--- config.mk ---
export PLATFORM = sky130hd
export DESIGN_NAME = tcpr_emit
export DESIGN_NICKNAME = d
export VERILOG_FILES = /design/src/rtl/tcpr_pkg.sv /design/src/rtl/tcpr_emit.sv
export SDC_FILE = /design/constraint.sdc
export NUM_CORES = 1
export LEC_CHECK = 0
export BUFFER_PORTS_ARGS = -buffer_cell sky130_fd_sc_hd__buf_2
export CAP_MARGIN = 20
export CORE_MARGIN = 2
export CORE_UTILIZATION = 40
export DETAILED_ROUTE_END_ITERATION = 16
export GPL_TIMING_DRIVEN = 1
export PLACE_DENSITY = 0.66
export SLEW_MARGIN = 0
export SYNTH_ARGS = -nofsm -noshare
export SYNTH_HDL_FRONTEND = slang
export SYNTH_SLANG_ARGS = --single-unit
--- constraint.sdc ---
create_clock -name i_clk -period 2.97 [get_ports i_clk]
set_input_delay 0.297 -clock i_clk [delete_from_list [all_inputs] [get_ports i_clk]]
set_output_delay 0.297 -clock i_clk [all_outputs]
set_load 0.02 [all_outputs]
--- src/rtl/tcpr_pkg.sv ---
// tcpr_pkg: shared constants, types and the colour palette of the text cell renderer
// no dependencies; used by every module of the block but tcpr_checker by scoped names
`default_nettype none

package tcpr_pkg;

    localparam int MAX_SCALE    = 4;
    localparam int LEAD_ROWS    = 2;
    localparam int FIRST_CODE   = 32;
    localparam int LAST_CODE    = 126;
    localparam int FONT_W       = 8;
    localparam int FONT_H       = 8;
    localparam int MISSING_SLOT = LAST_CODE - FIRST_CODE + 1;
    localparam int SLOT_COUNT   = MISSING_SLOT + 1;

    localparam int SLOT_W  = 7;
    localparam int GROW_W  = 3;
    localparam int ADDR_W  = SLOT_W + GROW_W;
    localparam int MEM_DEPTH = SLOT_COUNT * FONT_H;
    localparam int SCALE_W = 3;
    localparam int COORD_W = 13;

    // request codes
    localparam logic REQ_DRAW = 1'b0;
    localparam logic REQ_LOAD = 1'b1;

    // attribute bit positions
    localparam int ATTR_BOLD    = 0;
    localparam int ATTR_UNDER   = 1;
    localparam int ATTR_REVERSE = 2;

    // one decoded draw word, handed from the front end to the pixel emitter
    typedef struct packed {
        logic                 use_glyph;
        logic                 under;
        logic [3:0]           ink_idx;
        logic [3:0]           back_idx;
        logic [SCALE_W-1:0]   scale;
        logic [COORD_W-1:0]   x0;
        logic [COORD_W-1:0]   y;
    } t_draw;

    function automatic logic [31:0] palette(input logic [3:0] idx);
        logic [31:0] c;
        case (idx)
            4'd0:    c = 32'hff000000;
            4'd1:    c = 32'hffcd0000;
            4'd2:    c = 32'hff00cd00;
            4'd3:    c = 32'hffcdcd00;
            4'd4:    c = 32'hff0000ee;
            4'd5:    c = 32'hffcd00cd;
            4'd6:    c = 32'hff00cdcd;
            4'd7:    c = 32'hffe5e5e5;
            4'd8:    c = 32'hff7f7f7f;
            4'd9:    c = 32'hffff0000;
            4'd10:   c = 32'hff00ff00;
            4'd11:   c = 32'hffffff00;
            4'd12:   c = 32'hff5c5cff;
            4'd13:   c = 32'hffff00ff;
            4'd14:   c = 32'hff00ffff;
            default: c = 32'hffffffff;
        endcase
        return c;
    endfunction

endpackage

`default_nettype wire

--- src/rtl/tcpr_emit.sv ---
// tcpr_emit: steps through one decoded glyph row and registers one pixel word per cycle while the output is not stalled
// depends on tcpr_pkg (t_draw, palette)
`default_nettype none

module tcpr_emit (
    input  wire logic                         i_clk,
    input  wire logic                         i_rst_n,
    input  wire logic                         i_draw_valid,
    input  wire tcpr_pkg::t_draw              i_draw,
    input  wire logic [7:0]                   i_glyph_bits,
    output logic                              o_take,
    output logic                              o_valid,
    input  wire logic                         i_ready,
    output logic [31:0]                       o_argb,
    output logic [tcpr_pkg::COORD_W-1:0]      o_pixel_x,
    output logic [tcpr_pkg::COORD_W-1:0]      o_pixel_y,
    output logic                              o_last
);

    logic                            r_e_valid;
    logic [7:0]                      r_bits;
    logic                            r_under;
    logic [3:0]                      r_ink;
    logic [3:0]                      r_back;
    logic [tcpr_pkg::SCALE_W-1:0]    r_scale;
    logic [tcpr_pkg::SCALE_W-1:0]    r_sub;
    logic [2:0]                      r_gx;
    logic [tcpr_pkg::COORD_W-1:0]    r_px;
    logic [tcpr_pkg::COORD_W-1:0]    r_py;

    logic                            r_o_valid;
    logic [31:0]                     r_o_argb;
    logic [tcpr_pkg::COORD_W-1:0]    r_o_px;
    logic [tcpr_pkg::COORD_W-1:0]    r_o_py;
    logic                            r_o_last;

    logic advance;
    logic sub_end;
    logic e_last;
    logic e_done;
    logic take;
    logic on;

    assign advance = r_e_valid && (!r_o_valid || i_ready);
    assign sub_end = (r_sub == r_scale - tcpr_pkg::SCALE_W'(1));
    assign e_last  = sub_end && (r_gx == 3'(tcpr_pkg::FONT_W - 1));
    assign e_done  = advance && e_last;
    assign take    = i_draw_valid && (!r_e_valid || e_done);
    assign on      = r_under || r_bits[r_gx];

    always_ff @(posedge i_clk) begin
        if (!i_rst_n) begin
            r_e_valid <= 1'b0;
        end else if (take) begin
            r_e_valid <= 1'b1;
        end else if (e_done) begin
            r_e_valid <= 1'b0;
        end
    end

    always_ff @(posedge i_clk) begin
        if (take) begin
            r_bits  <= i_draw.use_glyph ? i_glyph_bits : 8'd0;
            r_under <= i_draw.under;
            r_ink   <= i_draw.ink_idx;
            r_back  <= i_draw.back_idx;
            r_scale <= i_draw.scale;
            r_sub   <= '0;
            r_gx    <= '0;
            r_px    <= i_draw.x0;
            r_py    <= i_draw.y;
        end else if (advance) begin
            if (sub_end) begin
                r_sub <= '0;
                r_gx  <= r_gx + 3'd1;
            end else begin
                r_sub <= r_sub + tcpr_pkg::SCALE_W'(1);
            end
            r_px <= r_px + tcpr_pkg::COORD_W'(1);
        end
    end

    // output word register
    always_ff @(posedge i_clk) begin
        if (!i_rst_n) begin
            r_o_valid <= 1'b0;
        end else if (advance) begin
            r_o_valid <= 1'b1;
        end else if (i_ready) begin
            r_o_valid <= 1'b0;
        end
    end

    always_ff @(posedge i_clk) begin
        if (advance) begin
            r_o_argb <= tcpr_pkg::palette(on ? r_ink : r_back);
            r_o_px   <= r_px;
            r_o_py   <= r_py;
            r_o_last <= e_last;
        end
    end

    assign o_take    = take;
    assign o_valid   = r_o_valid;
    assign o_argb    = r_o_argb;
    assign o_pixel_x = r_o_px;
    assign o_pixel_y = r_o_py;
    assign o_last    = r_o_last;

endmodule

`default_nettype wire

==> metrics.txt, run 1 <==
# TYPE chip_impl_metric gauge
chip_impl_metric{name="power-per-cell-area",unit="nW/µm²"} 593
chip_impl_info{name="holdCritPathClass",value="in -> reg"} 1
chip_impl_metric{name="clock.fmax",unit="GHz"} 0.358
chip_impl_metric{name="place.gp.congestion",unit=""} 0.876
chip_impl_metric{name="multi_input_area",unit="µm²"} 1240
chip_impl_metric{name="cts_max_path_buffers",unit=""} 2
chip_impl_metric{name="slew_headroom",unit="%"} 64.3
chip_impl_info{name="most_frequent_cells_in_the_layout",value="sky130_fd_sc_hd__buf_2 (103), sky130_fd_sc_hd__edfxtp_1 (94), sky130_fd_sc_hd__nand2_1 (31), sky130_fd_sc_hd__nor2_1 (17), sky130_fd_sc_hd__o21ai_0 (15)"} 1
chip_impl_metric{name="post_cts_buffers",unit=""} 0
chip_impl_info{name="buffer_type_at_the_clock_tree_root",value="sky130_fd_sc_hd__clkbuf_8"} 1
chip_impl_info{name="tritoncts",value="built"} 1
chip_impl_metric{name="stdcell_count",unit=""} 563
chip_impl_metric{name="drive_above_1_share",unit="%"} 32.4
chip_impl_metric{name="finalWorstPathRequiredPeriod",unit="ps"} 2790
chip_impl_metric{name="cts.htree.levels",unit=""} 3
chip_impl_metric{name="worst_setup_hold_path_clk_slew",unit="ps"} 100
chip_impl_metric{name="antenna_cells_inserted",unit=""} 0
chip_impl_metric{name="floorplan.initialDensity",unit="%"} 40.6
chip_impl_metric{name="detailroute.via_count",unit=""} 2675
chip_impl_metric{name="syn_inst",unit=""} 308
chip_impl_metric{name="syn_area",unit="µm²"} 4340
chip_impl_metric{name="ys_seq_area_share",unit="%"} 68.7
chip_impl_metric{name="cp.required",unit="ps"} 3080
chip_impl_metric{name="grt_max_degree",unit=""} 37
chip_impl_metric{name="io-pin-count",unit=""} 112
chip_impl_metric{name="final_net_count",unit=""} 481
chip_impl_metric{name="synth_warnings",unit=""} 0
chip_impl_metric{name="remaining_drc_errors",unit=""} 0
chip_impl_metric{name="cts-hold-fix-buffers",unit=""} 0
chip_impl_metric{name="number_of_drc_markers_after_the_initial_detailed_route_iteration",unit=""} 134
chip_impl_metric{name="finalWorstSetupSlack",unit="ps"} 176
chip_impl_metric{name="placement.io_buffers",unit=""} 103
chip_impl_metric{name="clock_tree_sinks",unit=""} 102
chip_impl_metric{name="seqCellArea",unit="µm²"} 2980
chip_impl_metric{name="crit_fanout",unit=""} 6
chip_impl_info{name="rsz0062_at_grt",value="no"} 1
chip_impl_metric{name="routedWlPerCell",unit="µm"} 14.0
chip_impl_metric{name="dieArea",unit="µm²"} 11700
chip_impl_info{name="status",value="complete, no violations"} 1
chip_impl_metric{name="postSynthRegisterBits",unit=""} 102
chip_impl_metric{name="avgSynthCellArea",unit="µm²"} 14.1
chip_impl_info{name="path_class",value="reg -> reg"} 1
chip_impl_metric{name="per_cell_via_count_in_the_routed_design",unit=""} 4.75
chip_impl_metric{name="maxCapViolCount",unit=""} 0
chip_impl_metric{name="drtAntennaViolNets",unit=""} 0
chip_impl_metric{name="totalWireLength",unit="mm"} 7.86
chip_impl_metric{name="placed_cells_incl_taps",unit=""} 547
chip_impl_info{name="mostFrequentLayoutCell",value="sky130_fd_sc_hd__buf_2"} 1
chip_impl_info{name="grt_busiest_layer",value="met2"} 1
chip_impl_metric{name="first_pass_iters",unit=""} 4
chip_impl_info{name="crit_path_end_kind",value="flip-flop"} 1
chip_impl_metric{name="track_usage",unit="%"} 14.2
chip_impl_info{name="synth_top_cell_by_area",value="sky130_fd_sc_hd__edfxtp_1"} 1
chip_impl_metric{name="slew_worst_pin",unit="ps"} 520
chip_impl_metric{name="cellLeakagePower",unit="nW"} 2.10
chip_impl_metric{name="finalSetupViolations",unit=""} 0
chip_impl_metric{name="grt-ovfl-total",unit=""} 0
chip_impl_metric{name="synth_cell_types",unit=""} 38
chip_impl_metric{name="final.hold.worst_slack",unit="ps"} 94.3
chip_impl_metric{name="dpl_worst_slack",unit="ps"} 209
chip_impl_metric{name="chipWidth",unit="µm"} 108
chip_impl_metric{name="rows",unit=""} 38
chip_impl_metric{name="die_h",unit="µm"} 108
chip_impl_metric{name="reg2reg_slack",unit="ps"} 180
chip_impl_metric{name="grt_use_met2",unit="%"} 23.1
chip_impl_metric{name="vdd_drop_max",unit="mV"} 0.271
chip_impl_metric{name="met3_usage",unit="%"} 2.77
chip_impl_metric{name="nFillCells",unit=""} 946
chip_impl_metric{name="final-max-slew-violation-count",unit=""} 0
chip_impl_info{name="crit_path_start_kind",value="flip-flop"} 1
chip_impl_metric{name="post-route-util",unit="%"} 48.9
chip_impl_metric{name="fin_crit_sh",unit="%"} 94.1
chip_impl_metric{name="grt_util_met1",unit="%"} 18.1
chip_impl_metric{name="cts_inserted_buffers",unit=""} 9
chip_impl_metric{name="worst_skew_pair.late_latency",unit="ps"} 370
chip_impl_metric{name="final-hold-violation-count",unit=""} 0
chip_impl_metric{name="critical_path_arrival",unit="ps"} 2910
chip_impl_metric{name="timing.clock.skew",unit="ps"} 12.3
chip_impl_metric{name="coreArea",unit="µm²"} 10700
chip_impl_metric{name="vias_in_the_first_global_route",unit=""} 2525
chip_impl_metric{name="area_share_of_the_largest_cell_type_after_synthesis",unit="%"} 65.0
chip_impl_info{name="ranking_of_synthesized_cells_by_area",value="sky130_fd_sc_hd__edfxtp_1 (65%), sky130_fd_sc_hd__dfxtp_1 (3.7%), sky130_fd_sc_hd__ha_1 (3.5%)"} 1
chip_impl_metric{name="timing.setup.tns",unit="ps"} 0
chip_impl_metric{name="area.growth.synth_to_final",unit="%"} 20.5
chip_impl_metric{name="dp_hpwl",unit="mm"} 5.62
chip_impl_metric{name="grt_antenna_before_repair",unit=""} 0
chip_impl_metric{name="grt_first_pass_wirelength",unit="mm"} 12.4
## layout make-up
class                      count  share of cell area [%]
clock buffer                   9                    2.37
timing repair buffer         112                    11.4
tap                          140                    3.35
multi-input combinational    181                    23.6
inverter                      12                   0.861
sequential                   102                    57.0
clock inverter                 7                    1.41
## per-layer routing
metal	wire length [µm]	vias to the layer above
li1	-	1320
met1	3430	1258
met2	3860	85
met3	408	12
met4	161	0
met5	0	-
## cells by family after synthesis
kind of cell / after synthesis / share of synthesized area, %
flops: 102 / 68.7
simple gates: 84 / 9.16
compound gates: 40 / 5.65
buf+inv: 32 / 4.20
mux: 20 / 5.01
xor+xnor: 16 / 3.54
fa+ha+maj: 13 / 3.69
other cells: 1 / 0.0863
## registers in the layout, indices dropped and copies added, names as in the netlist, 4 cells and up
| name | cells |
|---|---|
| o_pixel_y | 13 |
| r_back | 4 |
| r_bits | 8 |
| r_py | 13 |
| r_ink | 4 |
| r_px | 13 |
| o_pixel_x | 13 |
| o_argb | 21 |
## critical path: stages, from the launching register on
cell and delay [ps]:
sky130_fd_sc_hd__dfxtp_1 360, sky130_fd_sc_hd__mux4_2 500, sky130_fd_sc_hd__a2111o_1 540, sky130_fd_sc_hd__mux2i_4 290, sky130_fd_sc_hd__inv_1 130, sky130_fd_sc_hd__ha_1 240, sky130_fd_sc_hd__nand2b_1 100, sky130_fd_sc_hd__nand2_1 60
sky130_fd_sc_hd__a211oi_1 260, sky130_fd_sc_hd__a21oi_1 70
## stage by stage
stage                     cell area (µm²)  power (mW)
after CTS                            5230        3.14
after floorplan                      4380        2.13
final                                5230        3.10
after global routing                 5230        3.26
after global placement               5030        2.27
after detailed placement             5030        2.28
## Yosys cell counts
cell type,count
sky130_fd_sc_hd__edfxtp_1,94
sky130_fd_sc_hd__nand2_1,31
sky130_fd_sc_hd__nor2_1,17
sky130_fd_sc_hd__o21ai_0,16
sky130_fd_sc_hd__mux2i_1,15
sky130_fd_sc_hd__buf_4,12
sky130_fd_sc_hd__ha_1,12
sky130_fd_sc_hd__inv_1,12
sky130_fd_sc_hd__xor2_1,10
sky130_fd_sc_hd__nand3_1,9
sky130_fd_sc_hd__a21oi_1,8
sky130_fd_sc_hd__and2_1,8
sky130_fd_sc_hd__dfxtp_1,8
sky130_fd_sc_hd__clkbuf_1,6
sky130_fd_sc_hd__nand2b_1,5
sky130_fd_sc_hd__xnor2_1,5
sky130_fd_sc_hd__mux2_2,4
sky130_fd_sc_hd__nor3_1,4
sky130_fd_sc_hd__o22ai_1,4
sky130_fd_sc_hd__nor3b_1,3
sky130_fd_sc_hd__a2111oi_0,2
sky130_fd_sc_hd__a211oi_1,2
sky130_fd_sc_hd__a21boi_0,2
sky130_fd_sc_hd__a221oi_1,2
sky130_fd_sc_hd__and3_1,2
sky130_fd_sc_hd__and3_2,2
sky130_fd_sc_hd__o31ai_1,2
sky130_fd_sc_hd__a2111o_1,1
sky130_fd_sc_hd__and2_4,1
sky130_fd_sc_hd__buf_6,1
sky130_fd_sc_hd__clkbuf_8,1
sky130_fd_sc_hd__conb_1,1
sky130_fd_sc_hd__maj3_1,1
sky130_fd_sc_hd__mux4_2,1
sky130_fd_sc_hd__nand4_1,1
sky130_fd_sc_hd__nor2b_1,1
sky130_fd_sc_hd__o32ai_1,1
sky130_fd_sc_hd__xnor3_1,1
## final timing paths
path                            startpoint           end  cells after the start
worst max-delay path               r_gx[0]    o_argb[21]                      9
worst min-delay path             i_draw[9]       r_py[9]                      1
worst max register to register     r_gx[0]    o_argb[21]                      9
worst min register to register     r_py[7]  o_pixel_y[7]                      0
## where the power goes
part | switching (mW) | leakage [nW] | internal (mW) | total [mW]
clock | 0.471 | 0.0964 | 0.393 | 0.864
sequential | 0.0703 | 0.967 | 1.72 | 1.79
combinational | 0.270 | 1.04 | 0.181 | 0.451
## timing repair
action                                 CTS  global route
endpoints found under the hold margin    0             0
setup endpoints to repair                0             1
resized for setup                        0             1
No activity file was read; power rests on OpenSTA's default activity.
==> inputs of run 2 (changes only) <==
Settings changed: ABC_AREA set to 1, RECOVER_POWER set to 100.
==> metrics.txt, run 2 <==
# TYPE chip_impl_metric gauge
chip_impl_info{name="holdCritPathClass",value="in -> reg"} 1
chip_impl_metric{name="synth_warnings",unit=""} 0
chip_impl_metric{name="number_of_drc_markers_after_the_initial_detailed_route_iteration",unit=""} 118
chip_impl_metric{name="ys_seq_area_share",unit="%"} 69.5
chip_impl_metric{name="place.gp.congestion",unit=""} 0.824
chip_impl_metric{name="coreArea",unit="µm²"} 10400
chip_impl_metric{name="io-pin-count",unit=""} 112
chip_impl_metric{name="grt_max_degree",unit=""} 51
chip_impl_metric{name="placement.io_buffers",unit=""} 103
chip_impl_metric{name="p_total",unit="mW"} 2.91
chip_impl_metric{name="worst-r2r-cell-count",unit=""} 8
chip_impl_metric{name="grt-ovfl-total",unit=""} 0
chip_impl_metric{name="dpl_worst_slack",unit="ps"} 565
chip_impl_metric{name="cp.required",unit="ps"} 2670
chip_impl_metric{name="fin_crit_sh",unit="%"} 86.1
chip_impl_info{name="synth_top_cell_by_area",value="sky130_fd_sc_hd__edfxtp_1"} 1
chip_impl_metric{name="cts_max_path_buffers",unit=""} 2
chip_impl_metric{name="final.hold.worst_slack",unit="ps"} 116
chip_impl_metric{name="worst_setup_hold_path_clk_slew",unit="ps"} 80
chip_impl_metric{name="clock_tree_sinks",unit=""} 102
chip_impl_metric{name="asyncSetResetFlopFracSynth",unit="%"} 0
chip_impl_info{name="crit_path_start_kind",value="flip-flop"} 1
chip_impl_metric{name="die_h",unit="µm"} 108
chip_impl_metric{name="cts_inserted_buffers",unit=""} 9
chip_impl_metric{name="maxCapViolCount",unit=""} 0
chip_impl_metric{name="crit_fanout",unit=""} 6
chip_impl_metric{name="final_net_count",unit=""} 526
chip_impl_metric{name="antenna_cells_inserted",unit=""} 0
chip_impl_metric{name="min_path_cells",unit=""} 1
chip_impl_metric{name="chipWidth",unit="µm"} 108
chip_impl_metric{name="critPathMaxStageDelay",unit="ps"} 470
chip_impl_info{name="buffer_type_at_the_clock_tree_root",value="sky130_fd_sc_hd__clkbuf_8"} 1
chip_impl_metric{name="timing.setup.tns",unit="ps"} 0
chip_impl_metric{name="clock.fmax",unit="GHz"} 0.391
chip_impl_info{name="synth_flop_cell",value="sky130_fd_sc_hd__edfxtp_1"} 1
chip_impl_metric{name="rows",unit=""} 37
chip_impl_metric{name="syn_area",unit="µm²"} 4290
chip_impl_metric{name="post_cts_buffers",unit=""} 0
chip_impl_metric{name="vdd_drop_max",unit="mV"} 0.256
chip_impl_metric{name="finalInstanceArea",unit="µm²"} 4960
chip_impl_metric{name="cts-resized-gates",unit=""} 0
chip_impl_metric{name="stdcell_count",unit=""} 603
chip_impl_metric{name="placement.cell_area",unit="µm²"} 4930
chip_impl_metric{name="track_usage",unit="%"} 13.4
chip_impl_metric{name="drtAntennaViolNets",unit=""} 0
chip_impl_metric{name="avgSynthCellArea",unit="µm²"} 12.2
chip_impl_metric{name="timing.clock.skew",unit="ps"} 7.63
chip_impl_metric{name="per_cell_via_count_in_the_routed_design",unit=""} 4.37
chip_impl_info{name="status",value="complete, no violations"} 1
chip_impl_metric{name="final-max-slew-violation-count",unit=""} 0
chip_impl_metric{name="placed_cells_incl_taps",unit=""} 588
chip_impl_metric{name="drive_above_1_share",unit="%"} 13.9
chip_impl_metric{name="syn_inst",unit=""} 353
chip_impl_metric{name="remaining_drc_errors",unit=""} 0
chip_impl_metric{name="postSynthRegisterBits",unit=""} 102
chip_impl_metric{name="first_pass_iters",unit=""} 4
chip_impl_metric{name="finalWorstPathRequiredPeriod",unit="ps"} 2560
chip_impl_info{name="mostFrequentLayoutCell",value="sky130_fd_sc_hd__nand2_1"} 1
chip_impl_metric{name="synth_cell_types",unit=""} 28
chip_impl_info{name="most_frequent_cells_in_the_layout",value="sky130_fd_sc_hd__nand2_1 (111), sky130_fd_sc_hd__edfxtp_1 (94), sky130_fd_sc_hd__clkbuf_1 (61), sky130_fd_sc_hd__buf_2 (46), sky130_fd_sc_hd__inv_1 (43)"} 1
chip_impl_metric{name="totalWireLength",unit="mm"} 7.11
chip_impl_info{name="crit_chain",value="inv_1 > ha_1 > xnor2_1 > nor2_1 > nand4_1 > a21oi_1 > clkbuf_1"} 1
chip_impl_metric{name="cts-hold-fix-buffers",unit=""} 0
chip_impl_metric{name="dp_hpwl",unit="mm"} 5.22
chip_impl_metric{name="vias_in_the_first_global_route",unit=""} 2570
chip_impl_info{name="rsz0062_at_grt",value="no"} 1
chip_impl_metric{name="critical_path_arrival",unit="ps"} 2260
chip_impl_metric{name="synth_enable_flop_cells",unit=""} 94
chip_impl_info{name="post_synth_most_frequent_cells",value="sky130_fd_sc_hd__nand2_1 (110), sky130_fd_sc_hd__edfxtp_1 (94), sky130_fd_sc_hd__inv_1 (41), sky130_fd_sc_hd__buf_4 (12), sky130_fd_sc_hd__ha_1 (12)"} 1
chip_impl_info{name="ranking_of_synthesized_cells_by_area",value="sky130_fd_sc_hd__edfxtp_1 (66%), sky130_fd_sc_hd__nand2_1 (9.6%), sky130_fd_sc_hd__dfxtp_1 (3.7%)"} 1
chip_impl_metric{name="area_share_of_the_largest_cell_type_after_synthesis",unit="%"} 65.7
chip_impl_metric{name="floorplan.initialDensity",unit="%"} 41.4
chip_impl_metric{name="grt_first_pass_wirelength",unit="mm"} 11.7
chip_impl_metric{name="slew_worst_pin",unit="ps"} 1240
chip_impl_metric{name="grt_antenna_before_repair",unit=""} 0
chip_impl_metric{name="cellLeakagePower",unit="nW"} 2.11
chip_impl_metric{name="routedWlPerCell",unit="µm"} 11.8
chip_impl_metric{name="finalSetupViolations",unit=""} 0
chip_impl_metric{name="area.growth.synth_to_final",unit="%"} 15.4
chip_impl_metric{name="largest_reg_flops",unit=""} 21
chip_impl_info{name="path_class",value="reg -> out"} 1
chip_impl_metric{name="worst_skew_pair.late_latency",unit="ps"} 350
chip_impl_metric{name="dieArea",unit="µm²"} 11600
chip_impl_info{name="tritoncts",value="built"} 1
chip_impl_metric{name="finalWorstSetupSlack",unit="ps"} 412
chip_impl_info{name="crit_path_end_kind",value="output pin"} 1
chip_impl_metric{name="detailroute.via_count",unit=""} 2638
chip_impl_info{name="timing.critical_path.slowest_stage_cell",value="sky130_fd_sc_hd__a21oi_1"} 1
chip_impl_metric{name="slew_headroom",unit="%"} 17.0
chip_impl_metric{name="power-per-cell-area",unit="nW/µm²"} 588
chip_impl_info{name="yosysMostFrequentCell",value="sky130_fd_sc_hd__nand2_1"} 1
chip_impl_metric{name="final-hold-violation-count",unit=""} 0
chip_impl_metric{name="post-route-util",unit="%"} 47.8
chip_impl_metric{name="cts.htree.levels",unit=""} 3
[run 2: cell types whose count changed after synthesis, moves of 5 or more]
cell / change
sky130_fd_sc_hd__nand2_1: +79
sky130_fd_sc_hd__inv_1: +29
sky130_fd_sc_hd__mux2i_1: -15
sky130_fd_sc_hd__o21ai_0: -9
sky130_fd_sc_hd__and2_1: -8
sky130_fd_sc_hd__nor2_1: -7
sky130_fd_sc_hd__clkbuf_1: -5
sky130_fd_sc_hd__nand2b_1: -5
sky130_fd_sc_hd__nand4_1: +5
[run 2: area by class of cell]
cell class              count  area (µm²)
well taps                 136         170
multi-input cells         200        1030
flip-flops and latches    102        2980
clock inverters             3        12.5
fillers                   992        5410
clock buffers              12         135
inverters                  44         165
repair buffers            106         460
[run 2: power breakdown]
part | leakage, nW | internal, mW | switching, mW | total (mW)
combinational | 1.06 | 0.130 | 0.295 | 0.425
sequential | 0.969 | 1.73 | 0.0577 | 1.78
clock | 0.0753 | 0.295 | 0.411 | 0.705
[run 2: final timing paths]
check / slack (ps) / endpoint / start
worst min register to register: 420 / o_pixel_y[1] / r_py[1]
worst max-delay path: 410 / o_take / r_scale[0]
worst max register to register: 460 / r_px[8] / r_scale[0]
worst min-delay path: 120 / r_py[11] / i_draw[11]
[run 2: metal layers]
layer  up-vias  routed length [µm]  track usage [%]
li1       1367                   -                -
met1      1186                3100             16.1
met2        73                3480             22.1
met3        12                 393             3.75
met4         0                 133             6.41
met5         -                   0                0
[run 2: worst max-delay path, delay by kind of cell, from the launching register on]
kind            cells  cell delay [ps]
compound gates      1              470
xor+xnor            1              130
fa+ha+maj           1              230
buf+inv             2              360
flops               1              410
simple gates        2              300
[run 2: cells by family after synthesis]
group / synth area share (%)
AO/OA/AOI/OAI: 2.48
XOR/XNOR: 3.06
adder cells (fa/ha/maj): 3.50
buffers and inverters: 6.15
flip-flops: 69.5
other: 0.0873
AND/OR/NAND/NOR: 15.3
==> inputs of run 3 (changes only) <==
Settings changed: CORE_UTILIZATION 40 to 35, PLACE_DENSITY 0.66 to 0.59.
==> metrics.txt, run 3 (synthesis gave the netlist of run 2 again) <==
# TYPE chip_impl_metric gauge
chip_impl_info{name="status",value="complete, no violations"} 1
chip_impl_metric{name="slew_headroom",unit="%"} 16.2
chip_impl_info{name="hp-start",value="i_draw[1]"} 1
chip_impl_metric{name="finalWorstPathRequiredPeriod",unit="ps"} 2540
chip_impl_info{name="crit_path_start_kind",value="flip-flop"} 1
chip_impl_metric{name="placement.io_buffers",unit=""} 103
chip_impl_metric{name="crit_fanout",unit=""} 6
chip_impl_metric{name="power-per-cell-area",unit="nW/µm²"} 662
chip_impl_metric{name="grt_max_degree",unit=""} 51
chip_impl_metric{name="drtAntennaViolNets",unit=""} 0
chip_impl_metric{name="clock_tree_sinks",unit=""} 102
chip_impl_info{name="crit_path_end_kind",value="output pin"} 1
chip_impl_metric{name="slew_worst_pin",unit="ps"} 1260
chip_impl_metric{name="first_pass_iters",unit=""} 4
chip_impl_metric{name="die_h",unit="µm"} 115
chip_impl_metric{name="chipWidth",unit="µm"} 115
chip_impl_metric{name="per_cell_via_count_in_the_routed_design",unit=""} 4.28
chip_impl_metric{name="cts_max_path_buffers",unit=""} 2
chip_impl_metric{name="dp_hpwl",unit="mm"} 5.38
chip_impl_metric{name="worst-r2r-cell-count",unit=""} 8
chip_impl_metric{name="cts-hold-fix-buffers",unit=""} 0
chip_impl_info{name="mostFrequentLayoutCell",value="sky130_fd_sc_hd__nand2_1"} 1
chip_impl_metric{name="cts-resized-gates",unit=""} 0
chip_impl_metric{name="total_switching_power",unit="mW"} 0.879
chip_impl_metric{name="finalInstanceArea",unit="µm²"} 5130
chip_impl_metric{name="vias_in_the_first_global_route",unit=""} 2508
chip_impl_info{name="rsz0062_at_grt",value="no"} 1
chip_impl_metric{name="totalWireLength",unit="mm"} 7.40
chip_impl_metric{name="power_report.internal_total",unit="mW"} 2.52
chip_impl_metric{name="area.growth.synth_to_final",unit="%"} 19.6
chip_impl_metric{name="final-max-slew-violation-count",unit=""} 0
chip_impl_metric{name="final_net_count",unit=""} 526
chip_impl_metric{name="nFillCells",unit=""} 1149
chip_impl_metric{name="dpl_worst_slack",unit="ps"} 561
chip_impl_metric{name="largest_reg_flops",unit=""} 21
chip_impl_metric{name="place.gp.congestion",unit=""} 0.740
chip_impl_info{name="most_frequent_cells_in_the_layout",value="sky130_fd_sc_hd__nand2_1 (111), sky130_fd_sc_hd__edfxtp_1 (94), sky130_fd_sc_hd__clkbuf_1 (57), sky130_fd_sc_hd__buf_2 (47), sky130_fd_sc_hd__inv_1 (43)"} 1
chip_impl_metric{name="min_path_cells",unit=""} 1
chip_impl_metric{name="worst_setup_hold_path_clk_slew",unit="ps"} 70
chip_impl_metric{name="power.clock.fraction",unit="%"} 34.9
chip_impl_metric{name="p_total",unit="mW"} 3.40
chip_impl_metric{name="vdd_drop_max",unit="mV"} 0.232
chip_impl_metric{name="remaining_drc_errors",unit=""} 0
chip_impl_metric{name="dieArea",unit="µm²"} 13200
chip_impl_metric{name="reg2reg_slack",unit="ps"} 460
chip_impl_info{name="tritoncts",value="built"} 1
chip_impl_info{name="buffer_type_at_the_clock_tree_root",value="sky130_fd_sc_hd__clkbuf_16"} 1
chip_impl_metric{name="post_cts_buffers",unit=""} 0
chip_impl_info{name="path_class",value="reg -> out"} 1
chip_impl_metric{name="routedWlPerCell",unit="µm"} 12.0
chip_impl_metric{name="power.switching_fraction",unit="%"} 25.9
chip_impl_metric{name="critical_path_arrival",unit="ps"} 2240
chip_impl_metric{name="coreArea",unit="µm²"} 12000
chip_impl_metric{name="grt_antenna_before_repair",unit=""} 0
chip_impl_info{name="rr_startpoint",value="r_scale[0]"} 1
chip_impl_metric{name="cts_inserted_buffers",unit=""} 9
chip_impl_metric{name="io-pin-count",unit=""} 112
chip_impl_metric{name="drive_above_1_share",unit="%"} 15.6
chip_impl_metric{name="maxCapViolCount",unit=""} 0
chip_impl_metric{name="number_of_drc_markers_after_the_initial_detailed_route_iteration",unit=""} 154
chip_impl_metric{name="sequentialPowerShare",unit="%"} 52.5
chip_impl_info{name="worst_r2r_endpoint",value="r_px[11]"} 1
chip_impl_metric{name="finalSetupViolations",unit=""} 0
chip_impl_metric{name="post-route-util",unit="%"} 42.7
chip_impl_metric{name="final-hold-violation-count",unit=""} 0
chip_impl_metric{name="timing.setup.tns",unit="ps"} 0
chip_impl_metric{name="rows",unit=""} 40
chip_impl_metric{name="grt-ovfl-total",unit=""} 0
chip_impl_metric{name="placement.cell_area",unit="µm²"} 4940
chip_impl_metric{name="worst_skew_pair.late_latency",unit="ps"} 340
chip_impl_info{name="holdCritPathClass",value="in -> reg"} 1
chip_impl_metric{name="grt_first_pass_wirelength",unit="mm"} 11.6
chip_impl_metric{name="floorplan.initialDensity",unit="%"} 35.7
chip_impl_metric{name="antenna_cells_inserted",unit=""} 0
chip_impl_metric{name="cp.required",unit="ps"} 2670
chip_impl_metric{name="timing.clock.skew",unit="ps"} 4.89
chip_impl_metric{name="cts.htree.levels",unit=""} 3
chip_impl_metric{name="track_usage",unit="%"} 11.5
chip_impl_metric{name="detailroute.via_count",unit=""} 2631
chip_impl_info{name="hold-path-endpoint",value="r_py[1]"} 1
chip_impl_metric{name="combinational_share_of_power",unit="%"} 12.5
chip_impl_metric{name="fin_crit_sh",unit="%"} 85.4
chip_impl_metric{name="cellLeakagePower",unit="nW"} 2.17
chip_impl_metric{name="finalWorstSetupSlack",unit="ps"} 435
chip_impl_metric{name="clock.fmax",unit="GHz"} 0.394
[run 3: cell types whose count changed in the layout (fill, tap and decap cells not counted)]
cell | before | now
sky130_fd_sc_hd__buf_2 | 46 | 47
sky130_fd_sc_hd__clkbuf_1 | 61 | 57
sky130_fd_sc_hd__clkinv_1 | 2 | 0
sky130_fd_sc_hd__clkbuf_8 | 9 | 0
sky130_fd_sc_hd__clkbuf_16 | 0 | 9
sky130_fd_sc_hd__nand3_2 | 1 | 2
sky130_fd_sc_hd__clkinvlp_4 | 0 | 3
sky130_fd_sc_hd__nand3_1 | 14 | 13
sky130_fd_sc_hd__inv_6 | 0 | 3
sky130_fd_sc_hd__bufinv_16 | 0 | 1
sky130_fd_sc_hd__clkinv_2 | 1 | 0
[run 3: worst max-delay path by stage]
stage               cells past startpoint  slack [ps]        to       start
finish                                  7         430    o_take  r_scale[0]
global route                            8         180  r_px[12]  r_scale[0]
CTS                                     8         550  r_px[12]  r_scale[0]
detailed placement                      8         560  r_px[12]  r_scale[0]
global placement                        8         680   r_px[8]  r_scale[0]
floorplan                               8         500   r_px[0]     o_valid
[run 3: worst max-delay path, stage by stage, from the launching register on]
cell                       delay [ps]
sky130_fd_sc_hd__edfxtp_1         410
sky130_fd_sc_hd__inv_1             70
sky130_fd_sc_hd__ha_1             230
sky130_fd_sc_hd__xnor2_1          130
sky130_fd_sc_hd__nor2_1           150
sky130_fd_sc_hd__nand4_1          140
sky130_fd_sc_hd__a21oi_1          480
sky130_fd_sc_hd__clkbuf_1         280
[run 3: per-layer routing]
| layer | vias up | track usage [%] | wire length, µm |
|---|---|---|---|
| met5 | - | 0 | 0 |
| met4 | 0 | 5.06 | 96 |
| met3 | 8 | 3.00 | 358 |
| met2 | 74 | 18.5 | 3520 |
| met1 | 1175 | 14.8 | 3430 |
| li1 | 1374 | - | - |
[run 3: final cells by class]
cell class              instances  area, µm²  share of cell area, %
inverters                      44        165                   3.22
well taps                     147        184                   3.58
flip-flops and latches        102       2980                   58.1
repair buffers                106        462                   8.99
multi-input cells             200       1040                   20.2
clock inverters                 7       78.8                   1.54
clock buffers                   9        225                   4.39
[run 3: metrics by stage]
| stage | cells | hold WS [ps] |
|---|---|---|
| global route | 615 | 112 |
| detailed placement | 599 | 405 |
| finish | 615 | 128 |
| floorplan | 360 | 396 |
| CTS | 615 | 112 |
| global placement | 599 | 400 |
[run 3: power groups by stage]
stage | Sequential [mW] | Combinational (mW) | Clock [mW]
floorplan | 1.87 | 0.254 | 0
global placement | 1.81 | 0.450 | 0
detailed placement | 1.82 | 0.457 | 0
CTS | 1.78 | 0.459 | 1.23
global route | 1.80 | 0.486 | 1.28
finish | 1.78 | 0.426 | 1.19
